## config.mk

```make
export PLATFORM = sky130hd
export DESIGN_NAME = video_frame_crc32
export DESIGN_NICKNAME = d
export VERILOG_FILES = /design/src/hw/rtl/vfc_pkg.sv /design/src/hw/rtl/vfc_crc_unit.sv /design/src/hw/rtl/vfc_state_ram.sv /design/src/hw/rtl/vfc_out_queue.sv /design/src/hw/rtl/video_frame_crc32.sv
export SDC_FILE = /design/constraint.sdc
export NUM_CORES = 1
export LEC_CHECK = 0
export BUFFER_PORTS_ARGS = -buffer_cell sky130_fd_sc_hd__clkbuf_2
export CORE_MARGIN = 5
export CORE_UTILIZATION = 38
export CTS_BUF_LIST = sky130_fd_sc_hd__clkbuf_2
export CTS_CLUSTER_DIAMETER = 30
export DETAILED_ROUTE_END_ITERATION = 10
export PLACE_DENSITY_LB_ADDON = 0.3
export SYNTH_ARGS = -nofsm -noshare
export SYNTH_HDL_FRONTEND = slang
export SYNTH_SLANG_ARGS = --single-unit
```

## constraint.sdc

```tcl
create_clock -name clk -period 5.6 [get_ports clk]
set_clock_uncertainty 0.2 [all_clocks]
set_input_delay 1.12 -clock clk [delete_from_list [all_inputs] [get_ports clk]]
set_output_delay 1.12 -clock clk [all_outputs]
set_load 0.02 [all_outputs]
```

## src/hw/rtl/vfc_pkg.sv

```systemverilog
// ----------------------------------------------------------------------------
// vfc_pkg: shared types and constants for the video frame CRC-32
// Widths, the state and result word layouts, queue sizing and the
// byte-wise MSB-first CRC fold.
// ----------------------------------------------------------------------------
package vfc_pkg;

  localparam int unsigned CrcW   = 32;
  localparam int unsigned CntW   = 32;
  localparam int unsigned ByteW  = 8;
  localparam int unsigned DataW  = 32;
  localparam int unsigned AddrW  = 2;

  // result queue sizing
  localparam int unsigned QDepth = 2;
  localparam int unsigned QPtrW  = (QDepth > 1) ? $clog2(QDepth) : 1;
  localparam int unsigned QCntW  = $clog2(QDepth + 1);

  localparam logic [CrcW-1:0]  PolyReset   = 32'h04C1_1DB7;
  localparam logic [AddrW-1:0] RegPolyAddr = '0;

  typedef struct packed {
    logic [CrcW-1:0] crc;
    logic [CntW-1:0] frames;
  } state_t;

  typedef struct packed {
    logic [CrcW-1:0] crc;
    logic [CntW-1:0] number;
  } result_t;

  typedef struct packed {
    logic [ByteW-1:0] data;
    logic             eop;
    logic             eof;
  } word_t;

  typedef struct packed {
    logic [QCntW-1:0] count;
    logic             pop;
  } q_status_t;

  // One byte into the CRC, eight shift steps, MSB first.
  function automatic logic [CrcW-1:0] crc_fold_byte(
    input logic [CrcW-1:0]  crc,
    input logic [ByteW-1:0] byte_in,
    input logic [CrcW-1:0]  poly
  );
    logic [CrcW-1:0] r;
    r = crc ^ {byte_in, {(CrcW-ByteW){1'b0}}};
    for (int i = 0; i < ByteW; i++) begin
      if (r[CrcW-1]) begin
        r = {r[CrcW-2:0], 1'b0} ^ poly;
      end else begin
        r = {r[CrcW-2:0], 1'b0};
      end
    end
    return r;
  endfunction

endpackage

```

## src/hw/rtl/vfc_crc_unit.sv

```systemverilog
// ----------------------------------------------------------------------------
// vfc_crc_unit: state update for one word
// Folds the byte, applies the plane/frame inversion, bumps the frame count.
// ----------------------------------------------------------------------------
module vfc_crc_unit (
  input  vfc_pkg::state_t             cur,
  input  vfc_pkg::word_t              word_in,
  input  logic [vfc_pkg::CrcW-1:0]    poly,
  output vfc_pkg::state_t             nxt,
  output vfc_pkg::result_t            res
);

  logic [vfc_pkg::CrcW-1:0] folded;
  logic [vfc_pkg::CrcW-1:0] marked;
  logic [vfc_pkg::CntW-1:0] frames_inc;

  always_comb begin
    folded     = vfc_pkg::crc_fold_byte(cur.crc, word_in.data, poly);
    // both marks on one byte still invert once
    marked     = (word_in.eop || word_in.eof) ? ~folded : folded;
    frames_inc = cur.frames + vfc_pkg::CntW'(1);

    res.crc    = marked;
    res.number = frames_inc;

    if (word_in.eof) begin
      nxt.crc    = '0;
      nxt.frames = frames_inc;
    end else begin
      nxt.crc    = marked;
      nxt.frames = cur.frames;
    end
  end

endmodule

```

## src/hw/rtl/vfc_state_ram.sv

```systemverilog
// ----------------------------------------------------------------------------
// vfc_state_ram: single-entry state store, registered read
// Read returns the value before a write at the same edge; reads as zero
// until first written.
// ----------------------------------------------------------------------------
module vfc_state_ram (
  input  logic            clk,
  input  logic            rst,
  input  logic            we,
  input  vfc_pkg::state_t wdata,
  input  logic            re,
  output vfc_pkg::state_t rdata
);

  vfc_pkg::state_t mem [1];
  vfc_pkg::state_t rd_raw;
  logic            written;
  logic            rd_written;

  always_ff @(posedge clk) begin
    if (we) begin
      mem[0] <= wdata;
    end
    if (re) begin
      rd_raw <= mem[0];
    end
  end

  always_ff @(posedge clk) begin
    if (rst) begin
      written    <= 1'b0;
      rd_written <= 1'b0;
    end else begin
      if (we) begin
        written <= 1'b1;
      end
      if (re) begin
        rd_written <= written;
      end
    end
  end

  assign rdata = rd_written ? rd_raw : '0;

endmodule

```

## src/hw/rtl/vfc_out_queue.sv

```systemverilog
// ----------------------------------------------------------------------------
// vfc_out_queue: small result queue in front of the output channel
// Decouples the state update from output stall.
// ----------------------------------------------------------------------------
module vfc_out_queue (
  input  logic                clk,
  input  logic                rst,
  input  logic                push,
  input  vfc_pkg::result_t    push_data,
  input  logic                out_stall,
  output logic                out_valid,
  output vfc_pkg::result_t    head,
  output vfc_pkg::q_status_t  status
);

  vfc_pkg::result_t             slot [vfc_pkg::QDepth];
  logic [vfc_pkg::QPtrW-1:0]    wr_ptr;
  logic [vfc_pkg::QPtrW-1:0]    rd_ptr;
  logic [vfc_pkg::QCntW-1:0]    count;
  logic                         pop;

  assign out_valid    = (count != '0);
  assign pop          = out_valid && !out_stall;
  assign head         = slot[rd_ptr];
  assign status.count = count;
  assign status.pop   = pop;

  always_ff @(posedge clk) begin
    if (push) begin
      slot[wr_ptr] <= push_data;
    end
  end

  always_ff @(posedge clk) begin
    if (rst) begin
      wr_ptr <= '0;
      rd_ptr <= '0;
      count  <= '0;
    end else begin
      if (push) begin
        wr_ptr <= (wr_ptr == vfc_pkg::QPtrW'(vfc_pkg::QDepth - 1)) ? '0 : wr_ptr + 1'b1;
      end
      if (pop) begin
        rd_ptr <= (rd_ptr == vfc_pkg::QPtrW'(vfc_pkg::QDepth - 1)) ? '0 : rd_ptr + 1'b1;
      end
      count <= count + vfc_pkg::QCntW'(push) - vfc_pkg::QCntW'(pop);
    end
  end

endmodule

```

## src/hw/rtl/video_frame_crc32.sv

```systemverilog
// ----------------------------------------------------------------------------
// video_frame_crc32: per-frame CRC-32 over a byte stream
// One byte per input word; a result word per completed frame.
// ----------------------------------------------------------------------------
// Usage:
//   Input channel (in_valid/in_stall) carries data_byte with end_of_plane and
//   end_of_frame marks. Each byte is folded MSB-first into a 32-bit CRC with
//   the programmed polynomial, start value zero. A plane or frame mark
//   inverts the CRC after its byte (once, if both are set).
//   An end_of_frame word yields one output word (frame_crc, frame_number)
//   and clears the CRC; frame_number counts from 1 and wraps.
//   Throughput: one byte per cycle while in_stall is low. A result goes from
//   its end_of_frame byte through stage 1 and the result queue to the output,
//   along the read-modify-write loop on the state memory: read issued at
//   accept, fold and write back in the next cycle, with the last write
//   forwarded so back-to-back bytes see the fresh state.
//   Stall: results wait in a two-word queue; in_stall rises only when that
//   queue could overflow, so input keeps flowing while one result waits.
//   Reset: rst (synchronous) clears CRC, frame count, queue and pipeline and
//   loads the polynomial 0x04C11DB7. Config via APB at byte address 0;
//   write only while idle.
// ----------------------------------------------------------------------------
module video_frame_crc32 (
  input  logic                          clk,
  input  logic                          rst,
  // APB config
  input  logic                          psel,
  input  logic                          penable,
  input  logic                          pwrite,
  input  logic [vfc_pkg::AddrW-1:0]     paddr,
  input  logic [vfc_pkg::DataW-1:0]     pwdata,
  output logic [vfc_pkg::DataW-1:0]     prdata,
  output logic                          pready,
  // input words
  input  logic                          in_valid,
  output logic                          in_stall,
  input  logic [vfc_pkg::ByteW-1:0]     data_byte,
  input  logic                          end_of_plane,
  input  logic                          end_of_frame,
  // result words
  output logic                          out_valid,
  input  logic                          out_stall,
  output logic [vfc_pkg::CrcW-1:0]      frame_crc,
  output logic [vfc_pkg::CntW-1:0]      frame_number
);

  logic [vfc_pkg::CrcW-1:0] polynomial;

  logic                 in_acc;
  logic                 s1_valid;
  vfc_pkg::word_t       s1_word;

  vfc_pkg::state_t      ram_rdata;
  vfc_pkg::state_t      fwd_data;
  logic                 fwd_valid;
  vfc_pkg::state_t      cur;
  vfc_pkg::state_t      nxt;
  vfc_pkg::result_t     res;
  logic                 wr_en;

  logic                 push;
  vfc_pkg::result_t     q_head;
  vfc_pkg::q_status_t   q_status;
  logic [vfc_pkg::QCntW:0] q_level;

  // ---- configuration ----
  assign pready = 1'b1;
  assign prdata = (paddr == vfc_pkg::RegPolyAddr) ? polynomial : '0;

  always_ff @(posedge clk) begin
    if (rst) begin
      polynomial <= vfc_pkg::PolyReset;
    end else if (psel && penable && pwrite && pready && (paddr == vfc_pkg::RegPolyAddr)) begin
      polynomial <= pwdata;
    end
  end

  // ---- flow control ----
  // Queue level after this edge, counting a result due from stage 1. A
  // newly accepted word can push once it leaves stage 1, so keep one slot free.
  always_comb begin
    q_level  = (vfc_pkg::QCntW+1)'(q_status.count)
             - (vfc_pkg::QCntW+1)'(q_status.pop)
             + (vfc_pkg::QCntW+1)'(s1_valid && s1_word.eof);
    in_stall = (q_level > (vfc_pkg::QCntW+1)'(vfc_pkg::QDepth - 1));
  end

  assign in_acc = in_valid && !in_stall;

  // ---- stage 0: accept, issue state read ----
  always_ff @(posedge clk) begin
    if (rst) begin
      s1_valid <= 1'b0;
    end else begin
      s1_valid <= in_acc;
    end
  end

  always_ff @(posedge clk) begin
    if (in_acc) begin
      s1_word.data <= data_byte;
      s1_word.eop  <= end_of_plane;
      s1_word.eof  <= end_of_frame;
    end
  end

  vfc_state_ram u_state (
    .clk   (clk),
    .rst   (rst),
    .we    (wr_en),
    .wdata (nxt),
    .re    (in_acc),
    .rdata (ram_rdata)
  );

  // ---- stage 1: modify and write back ----
  // The read sampled at the same edge as the previous write misses it;
  // take the forwarded copy instead.
  always_ff @(posedge clk) begin
    if (rst) begin
      fwd_valid <= 1'b0;
    end else begin
      fwd_valid <= wr_en;
    end
  end

  always_ff @(posedge clk) begin
    if (wr_en) begin
      fwd_data <= nxt;
    end
  end

  assign cur   = fwd_valid ? fwd_data : ram_rdata;
  assign wr_en = s1_valid;
  assign push  = s1_valid && s1_word.eof;

  vfc_crc_unit u_crc (
    .cur     (cur),
    .word_in (s1_word),
    .poly    (polynomial),
    .nxt     (nxt),
    .res     (res)
  );

  // ---- result queue ----
  vfc_out_queue u_queue (
    .clk       (clk),
    .rst       (rst),
    .push      (push),
    .push_data (res),
    .out_stall (out_stall),
    .out_valid (out_valid),
    .head      (q_head),
    .status    (q_status)
  );

  assign frame_crc    = q_head.crc;
  assign frame_number = q_head.number;

  // ---- checks ----
  a_queue_bound: assert property (@(posedge clk) disable iff (rst)
    q_status.count <= vfc_pkg::QCntW'(vfc_pkg::QDepth))
    else $error("result queue overflow");

  a_frame_result: assert property (@(posedge clk) disable iff (rst)
    (in_acc && end_of_frame) |-> ##2 out_valid)
    else $error("frame end produced no result word");

  a_write_back: assert property (@(posedge clk) disable iff (rst)
    in_acc |=> wr_en)
    else $error("accepted word missed its state write-back");

endmodule
```

=== Yosys cells after proc, flatten, opt, wreduce, memory -nomap -nowiden ===
Memory sizes are Yosys's and may differ from the RTL's. A register that Yosys moved wholly into a read port is not among the register bits.
Cells that the tools add are included.

* Add/sub/neg operators: 7
* $mul: 0
* Divide/modulo/power cells: 0
* Magnitude comparators: 1
* Equal/unequal tests: 0
* Shift operators: 0
* Mux-type cells: 21
* Bitwise gates (word level): 10
* Reductions and logical operators: 11

{| class="wikitable"
|+ Operators by type and width
! cell !! number
|-
| two-way mux 32 bit || 10
|-
| XOR 32 bit || 9
|-
| two-way mux 64 bit || 3
|-
| adder 32 x 1 -> 32 bit (second input constant) || 1
|-
| NOT 32 bit || 1
|-
| two-way mux 1 bit || 8
|-
| logical AND 1 bit || 6
|-
| adder 3 x 1 -> 3 bit || 1
|-
| > comparator 3 x 1 -> 1 bit (second input constant) || 1
|-
| subtractor 2 x 1 -> 3 bit || 1
|-
| adder 1 bit (second input constant) || 2
|-
| adder 2 x 1 -> 2 bit || 1
|-
| logical NOT 1 bit || 2
|-
| logical NOT 2 bit || 1
|-
| nonzero test 2 bit || 1
|-
| subtractor 2 x 1 -> 2 bit || 1
|-
| logical OR 1 bit || 1
|}

* Flip-flop bits (word level): 114
* Latch bits: 0
* RAM bits: 192
* ROM bits: 0
* Bits of input ports: 51
* Output and inout bits: 99
* Logic and storage cells: 65
* Memories kept: 2

{| class="wikitable"
|+ Memory list
! name !! depth !! bits a word !! read ports !! clocked after Yosys merged registers in !! wr ports !! line !! source
|-
| u_queue.slot || 2 || 64 || 1 || 1 || 1 || vfc_out_queue.sv:16 || <nowiki>vfc_pkg::result_t slot [vfc_pkg::QDepth];</nowiki>
|-
| u_state.mem || 1 || 64 || 1 || 1 || 1 || vfc_state_ram.sv:15 || <nowiki>vfc_pkg::state_t mem [1];</nowiki>
|}

=== Depth between registers and ports, before layout ===
Gate-level depths: netlist of the first run.

* Word-level depth: 22
* Gate-level depth with buffers: 22
* Gate-level depth less buffers: 14

=== Modules after synthesis ===
Synthesis of the first run repeated with hierarchy kept, for this count alone.

* Cell total of the unflattened synthesis: 1,870
* Area, all modules: 21,629.5 um2

{| class="wikitable"
|+ Modules (own cells, without submodules)
! module !! times used !! cells each !! area an instance (um2)
|-
| vfc_crc_unit || 1 || 1,108 || 7,344.5
|-
| vfc_out_queue || 1 || 222 || 5,167.5
|-
| video_frame_crc32 || 1 || 335 || 4,739.5
|-
| vfc_state_ram || 1 || 205 || 4,377.9
|}

=== Least setup slack after synthesis of the first run ===
Ideal clock, no wire load.

* Path kind: register to register
* From: reg fwd_valid
* To: reg fwd_data[30] in the netlist's numbering, data pin
* Setup time: 0.269 ns
* Arrival: 5.616 ns
* Path slack: -0.485 ns
* Stages on the path, launching flop included: 23
* Buffers on the path: 9
* Cell sequence: dfxtp_1 > buf_2 > buf_2 > clkbuf_1 > buf_1 > buf_2 > buf_1 > buf_1 > buf_1 > clkbuf_1 > a22oi_1 > inv_1 > ha_1 > nor3b_1 > and4_1 > nand2_1 > nor3_1 > and3b_1 > nor3b_1 > nor2b_1 > nor3b_1 > nand3_1 > xor2_1

{| class="wikitable"
|+ RTL lines
! what !! line !! source
|-
| start: declaration || video_frame_crc32.sv:55 || <nowiki>logic fwd_valid;</nowiki>
|-
| start signal: assignment || video_frame_crc32.sv:123 || <nowiki>fwd_valid <= wr_en;</nowiki>
|-
| end signal: assignment || video_frame_crc32.sv:129 || <nowiki>fwd_data <= nxt;</nowiki>
|-
| end: declaration || video_frame_crc32.sv:54 || <nowiki>vfc_pkg::state_t fwd_data;</nowiki>
|}

==> results of run 1 <==
-- logic make-up after synthesis --
group / share of synthesized area (%)
AO/OA/AOI/OAI: 13.86
XOR/XNOR: 13.49
adder cells (fa/ha/maj): 0.3053
buffers and inverters: 4.247
flip-flops: 46.72
multiplexers: 5.369
other: 0.01989
AND/OR/NAND/NOR: 15.99
-- metal layers --
layer  up-vias  GRT usage [%]  wire [µm]
met5         -              0         13
met4         2          5.778        895
met3        65          3.356       3442
met2       515          28.76      23250
met1      7213          26.81      23990
li1       7134              -          -
-- synth_stat cells (6+ instances only) --
| cell | instances |
|---|---|
| nor3b_1 | 9 |
| a22oi_1 | 49 |
| nor3_1 | 19 |
| or3_1 | 6 |
| buf_2 | 19 |
| xnor2_1 | 178 |
| nand3_1 | 111 |
| dfxtp_1 | 41 |
| clkbuf_1 | 127 |
| and3_1 | 8 |
| xnor3_1 | 7 |
| inv_1 | 11 |
| a22o_1 | 6 |
| buf_1 | 33 |
| nor2_1 | 131 |
| edfxtp_1 | 266 |
| nand2_1 | 256 |
| a32oi_1 | 29 |
| mux2i_1 | 28 |
| mux2_2 | 65 |
| a21o_1 | 29 |
| a21oi_1 | 90 |
| nand2b_1 | 6 |
| o211ai_1 | 29 |
| o21ai_0 | 127 |
| xor2_1 | 87 |
| nand3b_1 | 14 |
| a31oi_1 | 8 |
| and2_1 | 61 |
-- worst paths after layout --
kind	startpoint	endpoint	slack (ns)	cells after the start
max	fwd_valid$_SDFF_PP0_	u_queue.slot[1][32]$_DFFE_PP_	0.33	14
min	data_byte[2]	s1_word[4]$_DFFE_PP_	0.11	1
max reg2reg	fwd_valid$_SDFF_PP0_	u_queue.slot[1][32]$_DFFE_PP_	0.33	14
min reg2reg	fwd_data[25]$_DFFE_PP_	u_state.rd_raw[25]$_DFFE_PP_	0.23	0
-- repair_timing --
action                                  4_1_cts  5_1_grt
buffers inserted                              0        0
gates resized for setup                       0        4
hold endpoints to repair                     17        0
endpoints found under the setup margin        0        5
hold buffers                                 17        0
-- final cells by class --
type / instances / area, µm² / area share, %
Antenna cell: 3 / 7.507 / 0.03561
Timing Repair Buffer: 209 / 1270 / 6.024
Clock buffer: 121 / 605.6 / 2.872
Inverter: 13 / 48.80 / 0.2315
Multi-Input combinational cell: 1430 / 9329 / 44.25
Sequential cell: 307 / 8816 / 41.82
Tap cell: 664 / 830.8 / 3.941
Clock inverter: 30 / 175.2 / 0.8309
-- where the power goes --
group / leakage (nW) / switching, mW / internal (mW) / total, mW
Clock: 0.598 / 0.982 / 0.643 / 1.62
Sequential: 2.82 / 0.262 / 3.58 / 3.84
Combinational: 4.10 / 3.80 / 2.49 / 6.29
-- metrics by stage --
step / setup slack [ns] / instance area (µm²)
2_1_floorplan: 0.02293 / 18870
3_3_place_gp: 0.4543 / 20110
3_5_place_dp: 0.3825 / 20110
4_1_cts: 0.3614 / 21060
5_1_grt: 0.05786 / 21080
6_report: 0.3286 / 21080
-- flip-flops by register name, indices dropped and copies added, names as in the netlist, named ones only --
| signal | count |
|---|---|
| u_state.written | 1 |
| s1_word | 10 |
| u_state.rd_written | 1 |
| u_queue.slot | 128 |
| polynomial | 32 |
| u_queue.rd_ptr | 1 |
| u_state.mem | 1 |
| fwd_valid | 1 |
| u_queue.wr_ptr | 1 |
| u_state.rd_raw | 64 |
| fwd_data | 63 |
| u_queue.count | 2 |
| s1_valid | 1 |
==> results.py, run 1 <==
metrics = {
    "yosys": {
        "synth_area_um2": 18850,
        "synthCells": 1935,
        "synth_seq_cells": 307,
        "yosys_warnings": 0,
        "ys_types": 73,
        "syn-num-nets": 1990,
        "synth_top_cell_by_area": "edfxtp_1",
        "seq_area_frac_synth_pct": 46.72,
        "synth_edf_count": 266,
        "postSynthAreaPerCell_um2": 9.744,
        "synth_top_area_share_pct": 42.37,
        "synthArstFlopShare_pct": 0,
        "synthTopCellsByArea": "edfxtp_1 (42%), xnor2_1 (8.3%), nand2_1 (5.1%), dfxtp_1 (4.4%), xor2_1 (4.0%)",
        "synth_ff_type": "edfxtp_1",
    },
    "die": {
        "ios": 150,
        "row_count": 81,
        "core_um2": 49050,
        "die_y_um": 232.7,
        "initial_core_util_pct": 38.44,
        "die_area_um2": 54170,
        "fp.dieW_um": 232.7,
    },
    "hold_path": {
        "hold_class": "input pin to flip-flop",
    },
    "critical_path": {
        "critical_path_buf_inv_count": 1,
        "crit_path_max_incr_delay_ns": 0.75,
        "crit_required_ns": 6.11,
        "cp_max_fo": 31,
        "setup.worst_path.start_class": "flip-flop",
        "worstSetupPathType": "flip-flop to flip-flop",
        "worstPathCellList": "and4b_1 -> a211o_1 -> o21ai_0 -> a311oi_1 -> a31oi_1 -> nor3b_1 -> o31a_1 -> or2_1 -> buf_4 -> o31ai_1 -> nor4b_2 -> a211oi_1 -> nor2_1 -> xnor2_1",
        "cp_slowest_cell": "a211oi_1",
        "cp.arrival_ns": 5.78,
        "path_delay_family": "compound AO/OA/AOI/OAI gates",
        "crit_path_end_kind": "flip-flop",
    },
    "layout": {
        "drive_above_1_share_pct": 20.47,
        "area_growth_pct": 11.82,
        "final_util_pct": 42.98,
        "final_cells": 2777,
        "fill_cells": 4806,
        "final_common_cell": "clkbuf_2",
        "nNetsFinal": 2101,
        "final_cell_mix": "clkbuf_2 (269), edfxtp_1 (266), nand2_1 (256)",
    },
    "place": {
        "gp_congestion": 0.8835,
        "dp.cells": 2606,
        "placement.io_buffers": 148,
        "hpwl_mm": 34.05,
    },
    "power": {
        "p_leak_nw": 7.518,
        "power_mw": 11.75,
        "p_per_area_nw_per_um2": 557.6,
        "ir_drop_v": 0.0002935,
    },
    "detailed_routing": {
        "viasPerCell": 5.376,
        "ant_nets": 0,
        "totalWireLength_mm": 51.59,
        "wire_per_inst_um": 18.58,
        "dr.pass1.iters": 6,
        "drt_iter0_drc": 1326,
        "drcViolationCount": 0,
        "vias": 14930,
    },
    "grt": {
        "grt_pass1_wl_mm": 80.61,
        "grt_pass1_vias": 14250,
        "grt_max_degree": 95,
        "gr-total-overflow": 0,
        "antenna_found_initial": 4,
        "grt.total_usage_pct": 18.65,
    },
    "clock_network": {
        "cts_max_path_buffers": 3,
        "cts_root_buffer": "clkbuf_2",
        "clkTransAtPathRegs_ns": 0.11,
        "clock_sinks": 307,
        "cts_buffers": 85,
        "htreeDepth": 3,
        "tritoncts": "built",
        "clk_latency_ns": 1.06,
    },
    "timing": {
        "maxSlewHeadroom_pct": 24.59,
        "fmax_ghz": 0.1897,
        "grt_setup_unrepaired": "false",
        "finalCritPeriodShare_pct": 94.13,
        "hold_violations": 0,
        "period_needed_ns": 5.271,
        "whs_ns": 0.1094,
        "slew_viol_final": 0,
        "finalSetupViolations": 0,
        "fin_tns_setup_ns": 0,
        "worst_pin_slew_ns": 1.130,
    },
    "run": {
        "cap_violations": 0,
    },
    "outcome": {
        "status": "finished clean",
    },
}
Power figures use the tool's default switching activity.
==> run 2: changes to the inputs <==
--- a/config.mk
+++ b/config.mk
@@ -6,7 +6,6 @@
 export NUM_CORES = 1
 export LEC_CHECK = 0
 export BUFFER_PORTS_ARGS = -buffer_cell sky130_fd_sc_hd__clkbuf_2
-export CORE_MARGIN = 5
 export CORE_UTILIZATION = 38
 export CTS_BUF_LIST = sky130_fd_sc_hd__clkbuf_2
 export CTS_CLUSTER_DIAMETER = 30
==> constraint.sdc (replaced) <==
create_clock -name clk -period 6.2 [get_ports clk]
set_clock_uncertainty 0.2 [all_clocks]
set_input_delay 1.24 -clock clk [delete_from_list [all_inputs] [get_ports clk]]
set_output_delay 1.24 -clock clk [all_outputs]
set_load 0.02 [all_outputs]
==> run 2 against run 1 <==
Critical path depth grew 2. Maximum frequency shrank 7.5%. Combinational power shrank 10%. Critical path type unchanged.
==> results.py, run 2 (same netlist as run 1, synthesis figures left out) <==
metrics = {
    "outcome": {
        "status": "finished clean",
    },
    "layout": {
        "stdcell_area_um2": 20890,
        "largest_reg_flops": 128,
        "top_regs": "u_queue.slot: 128 flops, u_state.rd_raw: 64 flops, fwd_data: 63 flops",
        "top_register": "u_queue.slot",
        "final_cells": 2767,
        "drive_above_1_share_pct": 20.30,
        "nNetsFinal": 2085,
        "final_cell_mix": "clkbuf_2 (275), edfxtp_1 (266), nand2_1 (256)",
        "final_common_cell": "clkbuf_2",
        "area_growth_pct": 10.79,
    },
    "detailed_routing": {
        "wire_per_inst_um": 18.29,
        "dr.pass1.iters": 5,
        "vias": 14700,
        "ant_nets": 0,
        "totalWireLength_mm": 50.60,
        "viasPerCell": 5.313,
        "drcViolationCount": 0,
        "drt_iter0_drc": 1262,
    },
    "clock_network": {
        "cts_resized": 0,
        "clkTransAtPathRegs_ns": 0.10,
        "cts_root_buffer": "clkbuf_2",
        "post_cts_buffers": 0,
        "tritoncts": "built",
        "clk_latency_ns": 1.04,
        "cts_max_path_buffers": 3,
        "cts_buffers": 89,
        "htreeDepth": 3,
        "cts_hold_buf": 0,
        "clock_sinks": 307,
    },
    "hold_path": {
        "hold_class": "input pin to flip-flop",
        "min_path_cells": 1,
        "hp-start": "data_byte[1]",
        "hold_end": "s1_word[3]$_DFFE_PP_",
    },
    "grt": {
        "grt.total_usage_pct": 19.85,
        "grt_pass1_wl_mm": 78.06,
        "grt_max_degree": 81,
        "gr-total-overflow": 0,
        "antenna_found_initial": 2,
        "grt_pass1_vias": 13700,
    },
    "power": {
        "power_mw": 10.60,
        "p_per_area_nw_per_um2": 507.7,
        "p_leak_nw": 7.453,
        "ir_drop_v": 0.0002169,
    },
    "critical_path": {
        "r2r_start": "u_state.rd_written$_SDFFE_PP0P_",
        "cp_slowest_cell": "a2111oi_0",
        "worst_r2r_endpoint": "u_queue.slot[0][47]$_DFFE_PP_",
        "worstSetupPathType": "flip-flop to flip-flop",
        "worstPathCellList": "and4b_1 -> a211o_1 -> buf_4 -> o21ai_0 -> a311oi_1 -> a31o_2 -> mux2i_1 -> xnor2_4 -> xor2_2 -> buf_4 -> xor2_1 -> a2111oi_0 -> a211o_2 -> buf_12 -> nand2_1 -> xnor2_1",
        "setup.worst_path.start_class": "flip-flop",
        "crit_path_max_incr_delay_ns": 0.64,
        "crit_required_ns": 6.71,
        "crit_path_end_kind": "flip-flop",
        "cp_max_fo": 42,
        "cp.arrival_ns": 6.21,
        "r2r_cells": 16,
        "cpMostUsedCell": "buf_4",
        "reg2reg_slack_ns": 0.50,
    },
    "die": {
        "core_um2": 48950,
        "fp.dieW_um": 224.7,
        "die_y_um": 224.7,
        "die_area_um2": 50510,
        "initial_core_util_pct": 38.52,
        "row_count": 81,
        "ios": 150,
    },
    "place": {
        "placed_cell_area_um2": 20070,
        "gp_congestion": 0.8422,
        "placement.io_buffers": 148,
        "dp.cells": 2603,
        "hpwl_mm": 33.44,
    },
    "run": {
        "cap_violations": 0,
    },
    "timing": {
        "fin_tns_setup_ns": 0,
        "period_needed_ns": 5.701,
        "slew_viol_final": 0,
        "fmax_ghz": 0.1754,
        "grt_setup_unrepaired": "false",
        "finalCritPeriodShare_pct": 91.96,
        "hold_violations": 0,
        "finalSetupViolations": 0,
        "maxSlewHeadroom_pct": 22.79,
        "worst_pin_slew_ns": 1.158,
    },
}
[run 2: layout make-up]
class,instances,area [µm²]
Antenna cell,4,10.01
Timing Repair Buffer,189,1074
Inverter,13,48.80
Fill cell,4806,28060
Sequential cell,307,8816
Tap cell,664,830.8
Clock inverter,33,172.7
Clock buffer,127,635.6
Multi-Input combinational cell,1430,9301
[run 2: through the flow]
step | hold slack (ns) | setup slack (ns) | util (%)
2_1_floorplan | 0.2274 | 0.1148 | -
3_3_place_gp | 0.2311 | 0.8383 | 41.00
3_5_place_dp | 0.2338 | 0.6388 | 41.00
4_1_cts | 0.04350 | 0.5908 | 42.65
5_1_grt | 0.03970 | 0.1205 | 42.67
6_report | 0.1743 | 0.4988 | 42.67
[run 2: how the worst max path moves through the flow]
stage                     slack [ns]                            start                            end
after floorplan                 0.11             fwd_valid$_SDFF_PP0_         fwd_data[30]$_DFFE_PP_
after global placement          0.84             fwd_valid$_SDFF_PP0_  u_queue.slot[0][50]$_DFFE_PP_
after detailed placement        0.64  u_state.rd_written$_SDFFE_PP0P_  u_queue.slot[1][45]$_DFFE_PP_
after CTS                       0.59  u_state.rd_written$_SDFFE_PP0P_  u_queue.slot[1][44]$_DFFE_PP_
after global routing            0.12  u_state.rd_written$_SDFFE_PP0P_  u_queue.slot[0][46]$_DFFE_PP_
final                           0.50  u_state.rd_written$_SDFFE_PP0P_  u_queue.slot[0][47]$_DFFE_PP_
[run 2: where the power goes]
part | internal [mW] | switching [mW] | total (mW)
clock network | 0.604 | 0.899 | 1.50
registers | 3.23 | 0.226 | 3.46
logic | 2.23 | 3.42 | 5.64
total | 6.06 | 4.54 | 10.6
[run 2: routing by layer]
| metal | wire length [µm] | part of all wire [%] | vias to the layer above | global-route usage, % |
|---|---|---|---|---|
| li1 | - | - | 7123 | - |
| met1 | 24080 | 48 | 7018 | 28.23 |
| met2 | 22990 | 45 | 498 | 30.57 |
| met3 | 2692 | 5.3 | 62 | 3.540 |
| met4 | 840 | 1.7 | 0 | 6.210 |
| met5 | 0 | 0 | - | 0 |
[run 2: worst max-delay path: cells and delay by family (launching register included)]
kind	cells	cell delay [ns]
AO/OA/AOI/OAI	6	2.23
buffers and inverters	3	0.75
XOR/XNOR	4	0.74
flip-flops	1	0.51
AND/OR/NAND/NOR	2	0.50
multiplexers	1	0.43
